File: src/apq_pkg.sv
`timescale 1ns / 1ps
// ----------------------------------------------------------------------------
// Array priority queue package
// Sizes, result status codes and the command and status types shared by the
// controller and the datapath.
// ----------------------------------------------------------------------------
package apq_pkg;

    localparam int DEPTH    = 8;
    localparam int IDX_W    = (DEPTH > 1) ? $clog2(DEPTH) : 1;
    localparam int CNT_W    = $clog2(DEPTH + 1);
    localparam int DATA_W   = 32;
    localparam int PRIO_W   = 16;
    localparam int STATUS_W = 2;
    localparam int FILL_W   = 4;

    localparam logic MODE_ENQ = 1'b0;
    localparam logic MODE_DEQ = 1'b1;

    localparam logic [STATUS_W-1:0] ST_OK        = 2'd0;
    localparam logic [STATUS_W-1:0] ST_OVERFLOW  = 2'd1;
    localparam logic [STATUS_W-1:0] ST_UNDERFLOW = 2'd2;

    typedef struct packed {
        logic load;
        logic step;
        logic commit;
    } apq_cmd_t;

    typedef struct packed {
        logic need_scan;
        logic scan_last;
    } apq_stat_t;

endpackage

File: src/apq_req_if.sv
`timescale 1ns / 1ps
// ----------------------------------------------------------------------------
// Request channel
// Carries one queue operation per transaction: mode, data and priority.
// ----------------------------------------------------------------------------
interface apq_req_if
    import apq_pkg::*;
();
    logic                     valid;
    logic                     ready;
    logic                     mode;
    logic signed [DATA_W-1:0] item_data;
    logic signed [PRIO_W-1:0] item_priority;

    modport source
    (
        output valid,
        output mode,
        output item_data,
        output item_priority,
        input  ready
    );

    modport sink
    (
        input  valid,
        input  mode,
        input  item_data,
        input  item_priority,
        output ready
    );
endinterface

File: src/apq_rsp_if.sv
`timescale 1ns / 1ps
// ----------------------------------------------------------------------------
// Response channel
// Carries one result per transaction: status, removed entry and fill level.
// ----------------------------------------------------------------------------
interface apq_rsp_if
    import apq_pkg::*;
();
    logic                     valid;
    logic                     ready;
    logic [STATUS_W-1:0]      status;
    logic signed [DATA_W-1:0] out_data;
    logic signed [PRIO_W-1:0] out_priority;
    logic [FILL_W-1:0]        fill_count;

    modport source
    (
        output valid,
        output status,
        output out_data,
        output out_priority,
        output fill_count,
        input  ready
    );

    modport sink
    (
        input  valid,
        input  status,
        input  out_data,
        input  out_priority,
        input  fill_count,
        output ready
    );
endinterface

File: src/apq_datapath.sv
`timescale 1ns / 1ps
// ----------------------------------------------------------------------------
// Array priority queue datapath
// Entry array in arrival order, serial priority scan and result register.
// ----------------------------------------------------------------------------
module apq_datapath
    import apq_pkg::*;
(
    input  logic                     clk,
    input  logic                     rst_n,
    input  apq_cmd_t                 cmd,
    output apq_stat_t                stat,
    input  logic                     mode,
    input  logic signed [DATA_W-1:0] item_data,
    input  logic signed [PRIO_W-1:0] item_priority,
    output logic [STATUS_W-1:0]      status,
    output logic signed [DATA_W-1:0] out_data,
    output logic signed [PRIO_W-1:0] out_priority,
    output logic [FILL_W-1:0]        fill_count
);

    logic signed [DATA_W-1:0] entry_data_reg  [DEPTH];
    logic signed [DATA_W-1:0] entry_data_next [DEPTH];
    logic signed [PRIO_W-1:0] entry_prio_reg  [DEPTH];
    logic signed [PRIO_W-1:0] entry_prio_next [DEPTH];
    logic [CNT_W-1:0]         fill_reg;
    logic [CNT_W-1:0]         fill_next;

    logic                     op_mode_reg;
    logic signed [DATA_W-1:0] op_data_reg;
    logic signed [PRIO_W-1:0] op_prio_reg;

    logic [IDX_W-1:0]         scan_idx_reg;
    logic [IDX_W-1:0]         best_idx_reg;
    logic signed [PRIO_W-1:0] best_prio_reg;
    logic signed [DATA_W-1:0] best_data_reg;

    logic [STATUS_W-1:0]      status_reg;
    logic signed [DATA_W-1:0] out_data_reg;
    logic signed [PRIO_W-1:0] out_prio_reg;
    logic [FILL_W-1:0]        fill_count_reg;

    logic [STATUS_W-1:0]      res_status;
    logic signed [DATA_W-1:0] res_data;
    logic signed [PRIO_W-1:0] res_prio;
    logic                     full;
    logic                     empty;
    logic                     better;

    assign full   = (fill_reg == CNT_W'(DEPTH));
    assign empty  = (fill_reg == '0);
    assign better = (entry_prio_reg[scan_idx_reg] > best_prio_reg);

    assign stat.need_scan = (mode == MODE_DEQ) && (fill_reg >= CNT_W'(2));
    assign stat.scan_last = (scan_idx_reg == IDX_W'(fill_reg - CNT_W'(1)));

    always_comb
    begin
        entry_data_next = entry_data_reg;
        entry_prio_next = entry_prio_reg;
        fill_next       = fill_reg;
        res_status      = ST_OK;
        res_data        = '0;
        res_prio        = '0;
        if (op_mode_reg == MODE_ENQ)
        begin
            if (full)
            begin
                res_status = ST_OVERFLOW;
            end
            else
            begin
                entry_data_next[fill_reg[IDX_W-1:0]] = op_data_reg;
                entry_prio_next[fill_reg[IDX_W-1:0]] = op_prio_reg;
                fill_next = fill_reg + CNT_W'(1);
            end
        end
        else
        begin
            if (empty)
            begin
                res_status = ST_UNDERFLOW;
            end
            else
            begin
                res_data = best_data_reg;
                res_prio = best_prio_reg;
                for (int j = 0; j < DEPTH - 1; j++)
                begin
                    if ((IDX_W'(j) >= best_idx_reg) && (CNT_W'(j + 1) < fill_reg))
                    begin
                        entry_data_next[j] = entry_data_reg[j + 1];
                        entry_prio_next[j] = entry_prio_reg[j + 1];
                    end
                end
                fill_next = fill_reg - CNT_W'(1);
            end
        end
    end

    always_ff @(posedge clk or negedge rst_n)
    begin
        if (!rst_n)
        begin
            fill_reg <= '0;
        end
        else if (cmd.commit)
        begin
            fill_reg <= fill_next;
        end
    end

    always_ff @(posedge clk)
    begin
        if (cmd.commit)
        begin
            entry_data_reg <= entry_data_next;
            entry_prio_reg <= entry_prio_next;
            status_reg     <= res_status;
            out_data_reg   <= res_data;
            out_prio_reg   <= res_prio;
            fill_count_reg <= FILL_W'(fill_next);
        end
        if (cmd.load)
        begin
            op_mode_reg   <= mode;
            op_data_reg   <= item_data;
            op_prio_reg   <= item_priority;
            scan_idx_reg  <= IDX_W'(1);
            best_idx_reg  <= '0;
            best_prio_reg <= entry_prio_reg[0];
            best_data_reg <= entry_data_reg[0];
        end
        else if (cmd.step)
        begin
            scan_idx_reg <= scan_idx_reg + IDX_W'(1);
            if (better)
            begin
                best_idx_reg  <= scan_idx_reg;
                best_prio_reg <= entry_prio_reg[scan_idx_reg];
                best_data_reg <= entry_data_reg[scan_idx_reg];
            end
        end
    end

    assign status       = status_reg;
    assign out_data     = out_data_reg;
    assign out_priority = out_prio_reg;
    assign fill_count   = fill_count_reg;

endmodule

File: src/apq_controller.sv
`timescale 1ns / 1ps
// ----------------------------------------------------------------------------
// Array priority queue controller
// Sequences accept, priority scan and commit, and owns the result valid flag.
// ----------------------------------------------------------------------------
module apq_controller
    import apq_pkg::*;
(
    input  logic      clk,
    input  logic      rst_n,
    input  logic      in_valid,
    output logic      in_ready,
    output logic      out_valid,
    input  logic      out_ready,
    input  apq_stat_t stat,
    output apq_cmd_t  cmd
);

    localparam logic [1:0] S_IDLE   = 2'd0;
    localparam logic [1:0] S_SCAN   = 2'd1;
    localparam logic [1:0] S_FINISH = 2'd2;

    logic [1:0] state_reg;
    logic [1:0] state_next;
    logic       out_valid_reg;
    logic       out_valid_next;
    logic       slot_free;

    assign slot_free = !out_valid_reg || out_ready;
    assign in_ready  = (state_reg == S_IDLE);

    always_comb
    begin
        state_next     = state_reg;
        cmd            = '0;
        out_valid_next = out_valid_reg && !out_ready;
        case (state_reg)
            S_IDLE:
            begin
                if (in_valid)
                begin
                    cmd.load   = 1'b1;
                    state_next = stat.need_scan ? S_SCAN : S_FINISH;
                end
            end
            S_SCAN:
            begin
                cmd.step = 1'b1;
                if (stat.scan_last)
                begin
                    state_next = S_FINISH;
                end
            end
            S_FINISH:
            begin
                if (slot_free)
                begin
                    cmd.commit     = 1'b1;
                    out_valid_next = 1'b1;
                    state_next     = S_IDLE;
                end
            end
            default:
            begin
                state_next = S_IDLE;
            end
        endcase
    end

    always_ff @(posedge clk or negedge rst_n)
    begin
        if (!rst_n)
        begin
            state_reg     <= S_IDLE;
            out_valid_reg <= 1'b0;
        end
        else
        begin
            state_reg     <= state_next;
            out_valid_reg <= out_valid_next;
        end
    end

    assign out_valid = out_valid_reg;

    a_commit_sets_valid: assert property (@(posedge clk) disable iff (!rst_n)
        cmd.commit |=> out_valid_reg)
        else $error("Commit did not raise the result valid flag.");

    a_commit_needs_slot: assert property (@(posedge clk) disable iff (!rst_n)
        cmd.commit |-> (!out_valid_reg || out_ready))
        else $error("Commit overwrote a result that was not yet taken.");

    a_load_leaves_idle: assert property (@(posedge clk) disable iff (!rst_n)
        cmd.load |=> (state_reg == S_SCAN || state_reg == S_FINISH))
        else $error("Accepted transaction did not start processing.");

    a_scan_ends: assert property (@(posedge clk) disable iff (!rst_n)
        (state_reg == S_SCAN && stat.scan_last) |=> (state_reg == S_FINISH))
        else $error("Priority scan did not stop at the last entry.");

endmodule

File: src/array_priority_queue.sv
`timescale 1ns / 1ps
// ----------------------------------------------------------------------------
// Array priority queue
// Bounded queue of (data, priority) entries in arrival order; dequeue removes
// the earliest entry of greatest priority and closes the gap.
// A request transaction is loaded in the idle state; a dequeue from a queue
// holding n >= 2 entries then passes through the scan state, where the single
// priority comparator visits one held entry per cycle. The result is committed
// in the finish state once the previous response transaction no longer waits
// on rsp.ready. A new request transaction is accepted only in the idle state.
// Reset clears the fill level and the result valid flag; entries are not reset.
// ----------------------------------------------------------------------------
module array_priority_queue
    import apq_pkg::*;
(
    input  logic      clk,
    input  logic      rst_n,
    apq_req_if.sink   req,
    apq_rsp_if.source rsp
);

    apq_cmd_t  cmd;
    apq_stat_t stat;

    apq_controller u_ctrl
    (
        .clk       (clk),
        .rst_n     (rst_n),
        .in_valid  (req.valid),
        .in_ready  (req.ready),
        .out_valid (rsp.valid),
        .out_ready (rsp.ready),
        .stat      (stat),
        .cmd       (cmd)
    );

    apq_datapath u_dp
    (
        .clk           (clk),
        .rst_n         (rst_n),
        .cmd           (cmd),
        .stat          (stat),
        .mode          (req.mode),
        .item_data     (req.item_data),
        .item_priority (req.item_priority),
        .status        (rsp.status),
        .out_data      (rsp.out_data),
        .out_priority  (rsp.out_priority),
        .fill_count    (rsp.fill_count)
    );

endmodule

File: src/flat_wrapper.sv
// flat-port wrapper written by rule: the top's interface ports become plain ports
module array_priority_queue_flat import apq_pkg::*;
  (clk, rst_n, req_valid, req_mode, req_item_data, req_item_priority, req_ready, rsp_valid, rsp_status, rsp_out_data, rsp_out_priority, rsp_fill_count, rsp_ready);
  apq_req_if req_i ();
  apq_rsp_if rsp_i ();
  input  logic clk;
  input  logic rst_n;
  input wire logic [$bits(req_i.valid)-1:0] req_valid;
  input wire logic [$bits(req_i.mode)-1:0] req_mode;
  input wire logic [$bits(req_i.item_data)-1:0] req_item_data;
  input wire logic [$bits(req_i.item_priority)-1:0] req_item_priority;
  output wire logic [$bits(req_i.ready)-1:0] req_ready;
  output wire logic [$bits(rsp_i.valid)-1:0] rsp_valid;
  output wire logic [$bits(rsp_i.status)-1:0] rsp_status;
  output wire logic [$bits(rsp_i.out_data)-1:0] rsp_out_data;
  output wire logic [$bits(rsp_i.out_priority)-1:0] rsp_out_priority;
  output wire logic [$bits(rsp_i.fill_count)-1:0] rsp_fill_count;
  input wire logic [$bits(rsp_i.ready)-1:0] rsp_ready;
  assign req_i.valid = req_valid;
  assign req_i.mode = req_mode;
  assign req_i.item_data = req_item_data;
  assign req_i.item_priority = req_item_priority;
  assign req_ready = req_i.ready;
  assign rsp_valid = rsp_i.valid;
  assign rsp_status = rsp_i.status;
  assign rsp_out_data = rsp_i.out_data;
  assign rsp_out_priority = rsp_i.out_priority;
  assign rsp_fill_count = rsp_i.fill_count;
  assign rsp_i.ready = rsp_ready;
  array_priority_queue u_core (.clk(clk), .rst_n(rst_n), .req(req_i), .rsp(rsp_i));
endmodule
File: config.mk
export PLATFORM = sky130hd
export DESIGN_NAME = array_priority_queue_flat
export DESIGN_NICKNAME = d
export VERILOG_FILES = /design/src/apq_pkg.sv /design/src/apq_req_if.sv /design/src/apq_rsp_if.sv /design/src/apq_datapath.sv /design/src/apq_controller.sv /design/src/array_priority_queue.sv /design/src/flat_wrapper.sv
export SDC_FILE = /design/constraint.sdc
export NUM_CORES = 1
export LEC_CHECK = 0
export BUFFER_PORTS_ARGS = -buffer_cell sky130_fd_sc_hd__buf_2
export CORE_ASPECT_RATIO = 2
export CORE_UTILIZATION = 55
export CTS_CLUSTER_SIZE = 28
export DETAILED_ROUTE_END_ITERATION = 10
export GPL_ROUTABILITY_DRIVEN = 0
export PLACE_DENSITY = 0.82
export SYNTH_ARGS = -nofsm -noshare
export SYNTH_HDL_FRONTEND = slang
export SYNTH_SLANG_ARGS = --single-unit
File: constraint.sdc
create_clock -name clk -period 8.65 [get_ports clk]
set_input_delay 0.865 -clock clk [delete_from_list [all_inputs] [get_ports clk]]
set_output_delay 0.865 -clock clk [all_outputs]
set_load 0.03 [all_outputs]
==> flow_summary.yaml, run 1 <==
global_routing:
  grt_first_pass_wirelength_um: 91700
  gr-total-overflow: 0
  grt_pass1_vias: 15500
  antenna_found_initial: 0
  grt_use_total_pct: 27.2
  grt_max_degree: 269
timing:
  post-route-period-util_pct: 56.4
  fin_worst_skew_ps: 14.4
  drv_slew: 0
  hold_violations: 0
  slew_headroom_pct: 16.0
  max_freq_mhz: 205
  rsz0062_at_grt: "false"
  setup_viol: 0
  finalCriticalPeriod_ps: 4880
  tightestPinTransition_ps: 1260
  fin_setup_tns_ps: 0
logic_synthesis:
  synthTopCellsByArea: "edfxtp_1 65%, a22o_1 12%, mux4_2 8.8%"
  synth_ff_type: "edfxtp_1"
  syn-cell-area_um2: 24600
  ys_seq_area_share_pct: 66.4
  yosysTopAreaCell: "edfxtp_1"
  synth_edf_count: 535
  synth_nets: 1582
  synth_top_area_share_pct: 65.2
  synthCells: 1508
  synth_most_common_cell: "edfxtp_1"
  avgSynthCellArea_um2: 16.3
  ys_types: 56
  yosysWarnings: 0
  synth_seq_cells: 548
  netlist_top_cells_count: "535 x edfxtp_1, 337 x a22o_1, 96 x mux4_2, 64 x clkbuf_1, 62 x nor2_1"
  async_reset_ff_share_pct: 1.28
cells_and_area:
  largest_reg_flops: 256
  area_growth_syn_to_layout_pct: 9.80
  fin_nets: 1639
  diodes: 0
  finish.utilization_pct: 61.2
  layout-drive-gt1-share_pct: 21.4
critical_path:
  crit_arrival_ps: 5090
  cp-start-kind: "flip-flop"
  cp-end-kind: "flip-flop"
  crit_required_ps: 8860
  crit_fanout: 36
  r2r_cells: 10
  worstSetupPathType: "flip-flop to flip-flop"
clock_network:
  clock_latency_ps: 570
  cts_resized: 0
  cts.path.max_buffers: 3
  cts_hold_buf: 0
  cts_tree: "built"
  path_clk_slew_ps: 70
  root_buffer: "clkbuf_16"
  post_cts_buffers: 0
  cts_max_level: 2
  cts.sinks: 548
  cts_buffers: 47
outcome:
  status: "finished, final reports clean"
detailed_routing:
  wirelength_um: 60800
  drtIter0Drc: 1643
  wl_per_cell_um: 28.2
  postRouteAntennaNets: 0
  via_per_inst: 7.05
  firstDrtPassIters: 5
  vias: 15200
  drc: 0
placed_design:
  hpwl_um: 32900
  io_buffers: 108
power:
  power.density_nw_per_um2: 341
  p_leak_nw: 9.32
  ir_worst_vdd_uv: 209
floorplanning:
  initial_core_util_pct: 55.7
  ios: 109
  dieHeight_um: 301
  die_w_um: 152
  core_um2: 44200
  dieArea_um2: 45700
  rows: 109
flow_run:
  drv_cap: 0
hold_path:
  min_path_type: "input port to asynchronous set/reset pin"
-- metrics by stage --
| step | total power [mW] | hold slack [ps] | worst slack [ps] | instances | area (um2) |
|---|---|---|---|---|---|
| 2_1_floorplan | 6.27 | 479 | 1870 | 1508 | 24600 |
| 3_3_place_gp | 7.04 | 530 | 3940 | 2071 | 25600 |
| 3_5_place_dp | 7.17 | 538 | 3800 | 2071 | 25600 |
| 4_1_cts | 9.22 | 120 | 3770 | 2158 | 27000 |
| 5_1_grt | 9.57 | 142 | 3470 | 2158 | 27000 |
| 6_report | 9.21 | 134 | 3770 | 2158 | 27000 |
-- where the power goes --
part / switching [mW] / internal (mW) / total, mW / leakage [nW]
Combinational: 1.80 / 1.22 / 3.02 / 3.54
Sequential: 0.451 / 3.71 / 4.16 / 5.09
Clock: 0.939 / 1.10 / 2.04 / 0.699
-- layer usage --
metal  global-route usage, %  vias to the layer above  wire length, um
li1                        -                     6334                -
met1                    32.6                     7733            20800
met2                    46.9                      926            32000
met3                    3.19                      212             4630
met4                    15.6                        0             3280
met5                       0                        -                0
-- cells in the final DEF (no fill, tap or decap), types with 9 or more instances in the layout --
cell       Yosys  routed
clkinv_1       1       9
and3_1        52      50
nor2_1        62      58
ha_1          21      21
o21ai_0       43      43
clkbuf_1      64      15
mux4_2        96      96
mux2i_1       34      34
mux2_2        18      18
nand2_1       60      59
inv_1         22      21
buf_2         38     108
clkbuf_16      0      47
buf_4         17      28
edfxtp_1     535     535
a22o_1       337     337
a21oi_1        9       9
-- logic make-up after synthesis --
group	share of synthesized area, %
AND/OR/NAND/NOR	4.25
multiplexers	11.0
buffers and inverters	2.95
adder cells (fa/ha/maj)	1.07
flip-flops	66.4
AO/OA/AOI/OAI	14.0
XOR/XNOR	0.249
-- worst max-delay path, cell delays in order, from the launching register on --
cell and delay, ps:
dfxtp_4 790, buf_4 690, mux4_2 600, mux2_2 310, ha_1 340, nand4_2 160, nor4_2 470, o21ai_1 210
and3_4 240, o31ai_4 200, buf_4 440
-- path summary, 6_finish.rpt --
kind | slack [ps] | end | startpoint
worst max-delay path | 3770 | u_core.u_dp.best_data_reg[12]$_DFFE_PP_ | u_core.u_dp.scan_idx_reg[0]$_SDFFE_PP1P_
worst min-delay path | 130 | u_core.u_dp.fill_reg[1]$_DFFE_PN0P_ | rst_n
worst max register to register | 3770 | u_core.u_dp.best_data_reg[12]$_DFFE_PP_ | u_core.u_dp.scan_idx_reg[0]$_SDFFE_PP1P_
worst min register to register | 550 | u_core.u_dp.out_data[17]$_SDFFCE_PP0P_ | u_core.u_dp.best_data_reg[17]$_DFFE_PP_
max in group asynchronous | 8340 | u_core.u_ctrl.out_valid$_DFF_PN0_ | rst_n
min in group clk | 460 | u_core.u_dp.op_data_reg[29]$_DFFE_PP_ | req_item_data[29]
-- final cells by class --
class	count	area, um2
flip-flops and latches	548	16400
inverters	23	88.8
clock inverters	25	209
fillers	3164	17200
multi-input cells	808	7670
clock buffers	62	1230
repair buffers	137	771
well taps	555	694
No activity file was read; power rests on OpenSTA's default activity.
==> run 2: changes to the inputs <==
Settings changed: PLACE_DENSITY 0.82 to 0.85.
Clock period 8.65 ns to 4.15 ns, I/O delays scaled along.
==> flow_summary.yaml, run 2 (synthesis gave the netlist of run 1 again) <==
clock_network:
  root_buffer: "clkbuf_16"
  post_cts_buffers: 0
  clock_latency_ps: 570
  cts.path.max_buffers: 3
  cts_max_level: 2
  cts_tree: "built"
  path_clk_slew_ps: 70
  cts.sinks: 548
  cts_buffers: 46
global_routing:
  antenna_found_initial: 0
  grt_use_total_pct: 27.3
  grt_pass1_vias: 15800
  gr-total-overflow: 0
  grt_first_pass_wirelength_um: 92300
  grt_max_degree: 107
critical_path:
  worstSetupPathType: "flip-flop to flip-flop"
  critPathMaxStageDelay_ps: 370
  crit_arrival_ps: 4050
  timing.critical_path.mode_cell: "buf_12"
  cp_num_buf_inv: 3
  cp-start-kind: "flip-flop"
  cp_slowest_cell: "buf_4"
  crit_chain: "buf_12, buf_4, mux4_2, mux2_2, ha_1, nand2_1, nor4_4, o21ai_1, and3_4, o31ai_4, buf_12"
  cp-end-kind: "flip-flop"
  crit_required_ps: 4410
  cp_top_family: "buffers and inverters"
  crit_fanout: 41
power:
  p_leak_nw: 9.52
  power_mw: 19.6
  power.density_nw_per_um2: 712
  ir_worst_vdd_uv: 331
placed_design:
  hpwl_um: 35300
  io_buffers: 108
  place_area_um2: 26000
timing:
  max_freq_mhz: 264
  fin_worst_skew_ps: 17.6
  hold_violations: 0
  finalCriticalPeriod_ps: 3790
  post-route-period-util_pct: 91.3
  tightestPinTransition_ps: 1100
  drv_slew: 0
  rsz0062_at_grt: "false"
  setup_viol: 0
  slew_headroom_pct: 26.3
cells_and_area:
  layout-drive-gt1-share_pct: 23.0
  final_cell_mix: "535 x edfxtp_1, 337 x a22o_1, 108 x buf_2"
  final_common_cell: "edfxtp_1"
  finish.utilization_pct: 62.2
  largest_reg_flops: 256
  design_area_um2: 27500
  diodes: 0
  area_growth_syn_to_layout_pct: 11.6
  fin_nets: 1664
  fill_cells: 3043
floorplanning:
  initial_core_util_pct: 55.7
  die_w_um: 152
  core_um2: 44200
  rows: 109
  dieArea_um2: 45700
  ios: 109
  dieHeight_um: 301
detailed_routing:
  firstDrtPassIters: 7
  drtIter0Drc: 1919
  postRouteAntennaNets: 0
  wl_per_cell_um: 28.1
  drc: 0
  vias: 15400
  wirelength_um: 61200
  via_per_inst: 7.05
outcome:
  status: "finished, final reports clean"
flow_run:
  drv_cap: 0
hold_path:
  min_path_type: "input port to flip-flop"
-- run 2: changes by cell type in the layout (fill, tap and decap cells not counted), moves of 5 or more --
cell           before  now
buf_4              28   38
buf_12              1   12
ha_4                0    5
clkbuf_1           15    6
ha_1               21   16
dlygate4sd3_1       0    5
-- run 2: worst paths after layout --
kind                                                           start                                 endpoint  slack [ps]  depth (start not counted)
min in group asynchronous                                      rst_n      u_core.u_dp.fill_reg[2]$_DFFE_PN0P_         230                          2
setup / recovery            u_core.u_dp.scan_idx_reg[1]$_SDFFE_PP0P_  u_core.u_dp.best_data_reg[28]$_DFFE_PP_         360                         11
setup reg to reg            u_core.u_dp.scan_idx_reg[1]$_SDFFE_PP0P_  u_core.u_dp.best_data_reg[28]$_DFFE_PP_         360                         11
hold reg to reg            u_core.u_dp.entry_data_reg[243]$_DFFE_PP_  u_core.u_dp.best_data_reg[19]$_DFFE_PP_         550                          2
max in group asynchronous                                      rst_n        u_core.u_ctrl.out_valid$_DFF_PN0_        3750                          2
hold / removal                                      req_item_data[2]     u_core.u_dp.op_data_reg[2]$_DFFE_PP_          20                          1
-- run 2: where the power goes --
part	switching, mW	leakage, nW	internal (mW)
clock network	1.96	0.706	2.32
logic	3.97	3.73	2.80
registers	0.788	5.09	7.72
-- run 2: routing by layer --
| layer | vias up | wire length [um] | global-route usage, % |
|---|---|---|---|
| li1 | 6377 | - | - |
| met1 | 7689 | 20700 | 33.0 |
| met2 | 1063 | 31900 | 46.7 |
| met3 | 231 | 5260 | 3.39 |
| met4 | 0 | 3340 | 15.7 |
| met5 | - | 0 | 0 |
-- run 2: metrics by stage --
step | instances | hold slack [ps] | setup TNS [ps] | setup slack [ps]
6_report | 2178 | 22.7 | 0 | 362
5_1_grt | 2178 | 5.75 | 0 | 290
4_1_cts | 2178 | 0.148 | 0 | 418
3_5_place_dp | 2092 | 267 | 0 | 435
3_3_place_gp | 2092 | 269 | 0 | 508
2_1_floorplan | 1508 | 119 | -215160 | -1480
-- run 2: what timing repair did --
action | 4_1_cts | 5_1_grt
endpoints found under the hold margin | 11 | 0
resized for setup | 0 | 0
hold buffers | 5 | 0
-- run 2: cell type report --
type / count / area, um2 / area share [%]
Tap cell: 555 / 694 / 2.53
Inverter: 23 / 88.8 / 0.323
Clock inverter: 28 / 248 / 0.902
Timing Repair Buffer: 163 / 1120 / 4.06
Clock buffer: 53 / 1200 / 4.36
Sequential cell: 548 / 16400 / 59.6
Multi-Input combinational cell: 808 / 7760 / 28.2
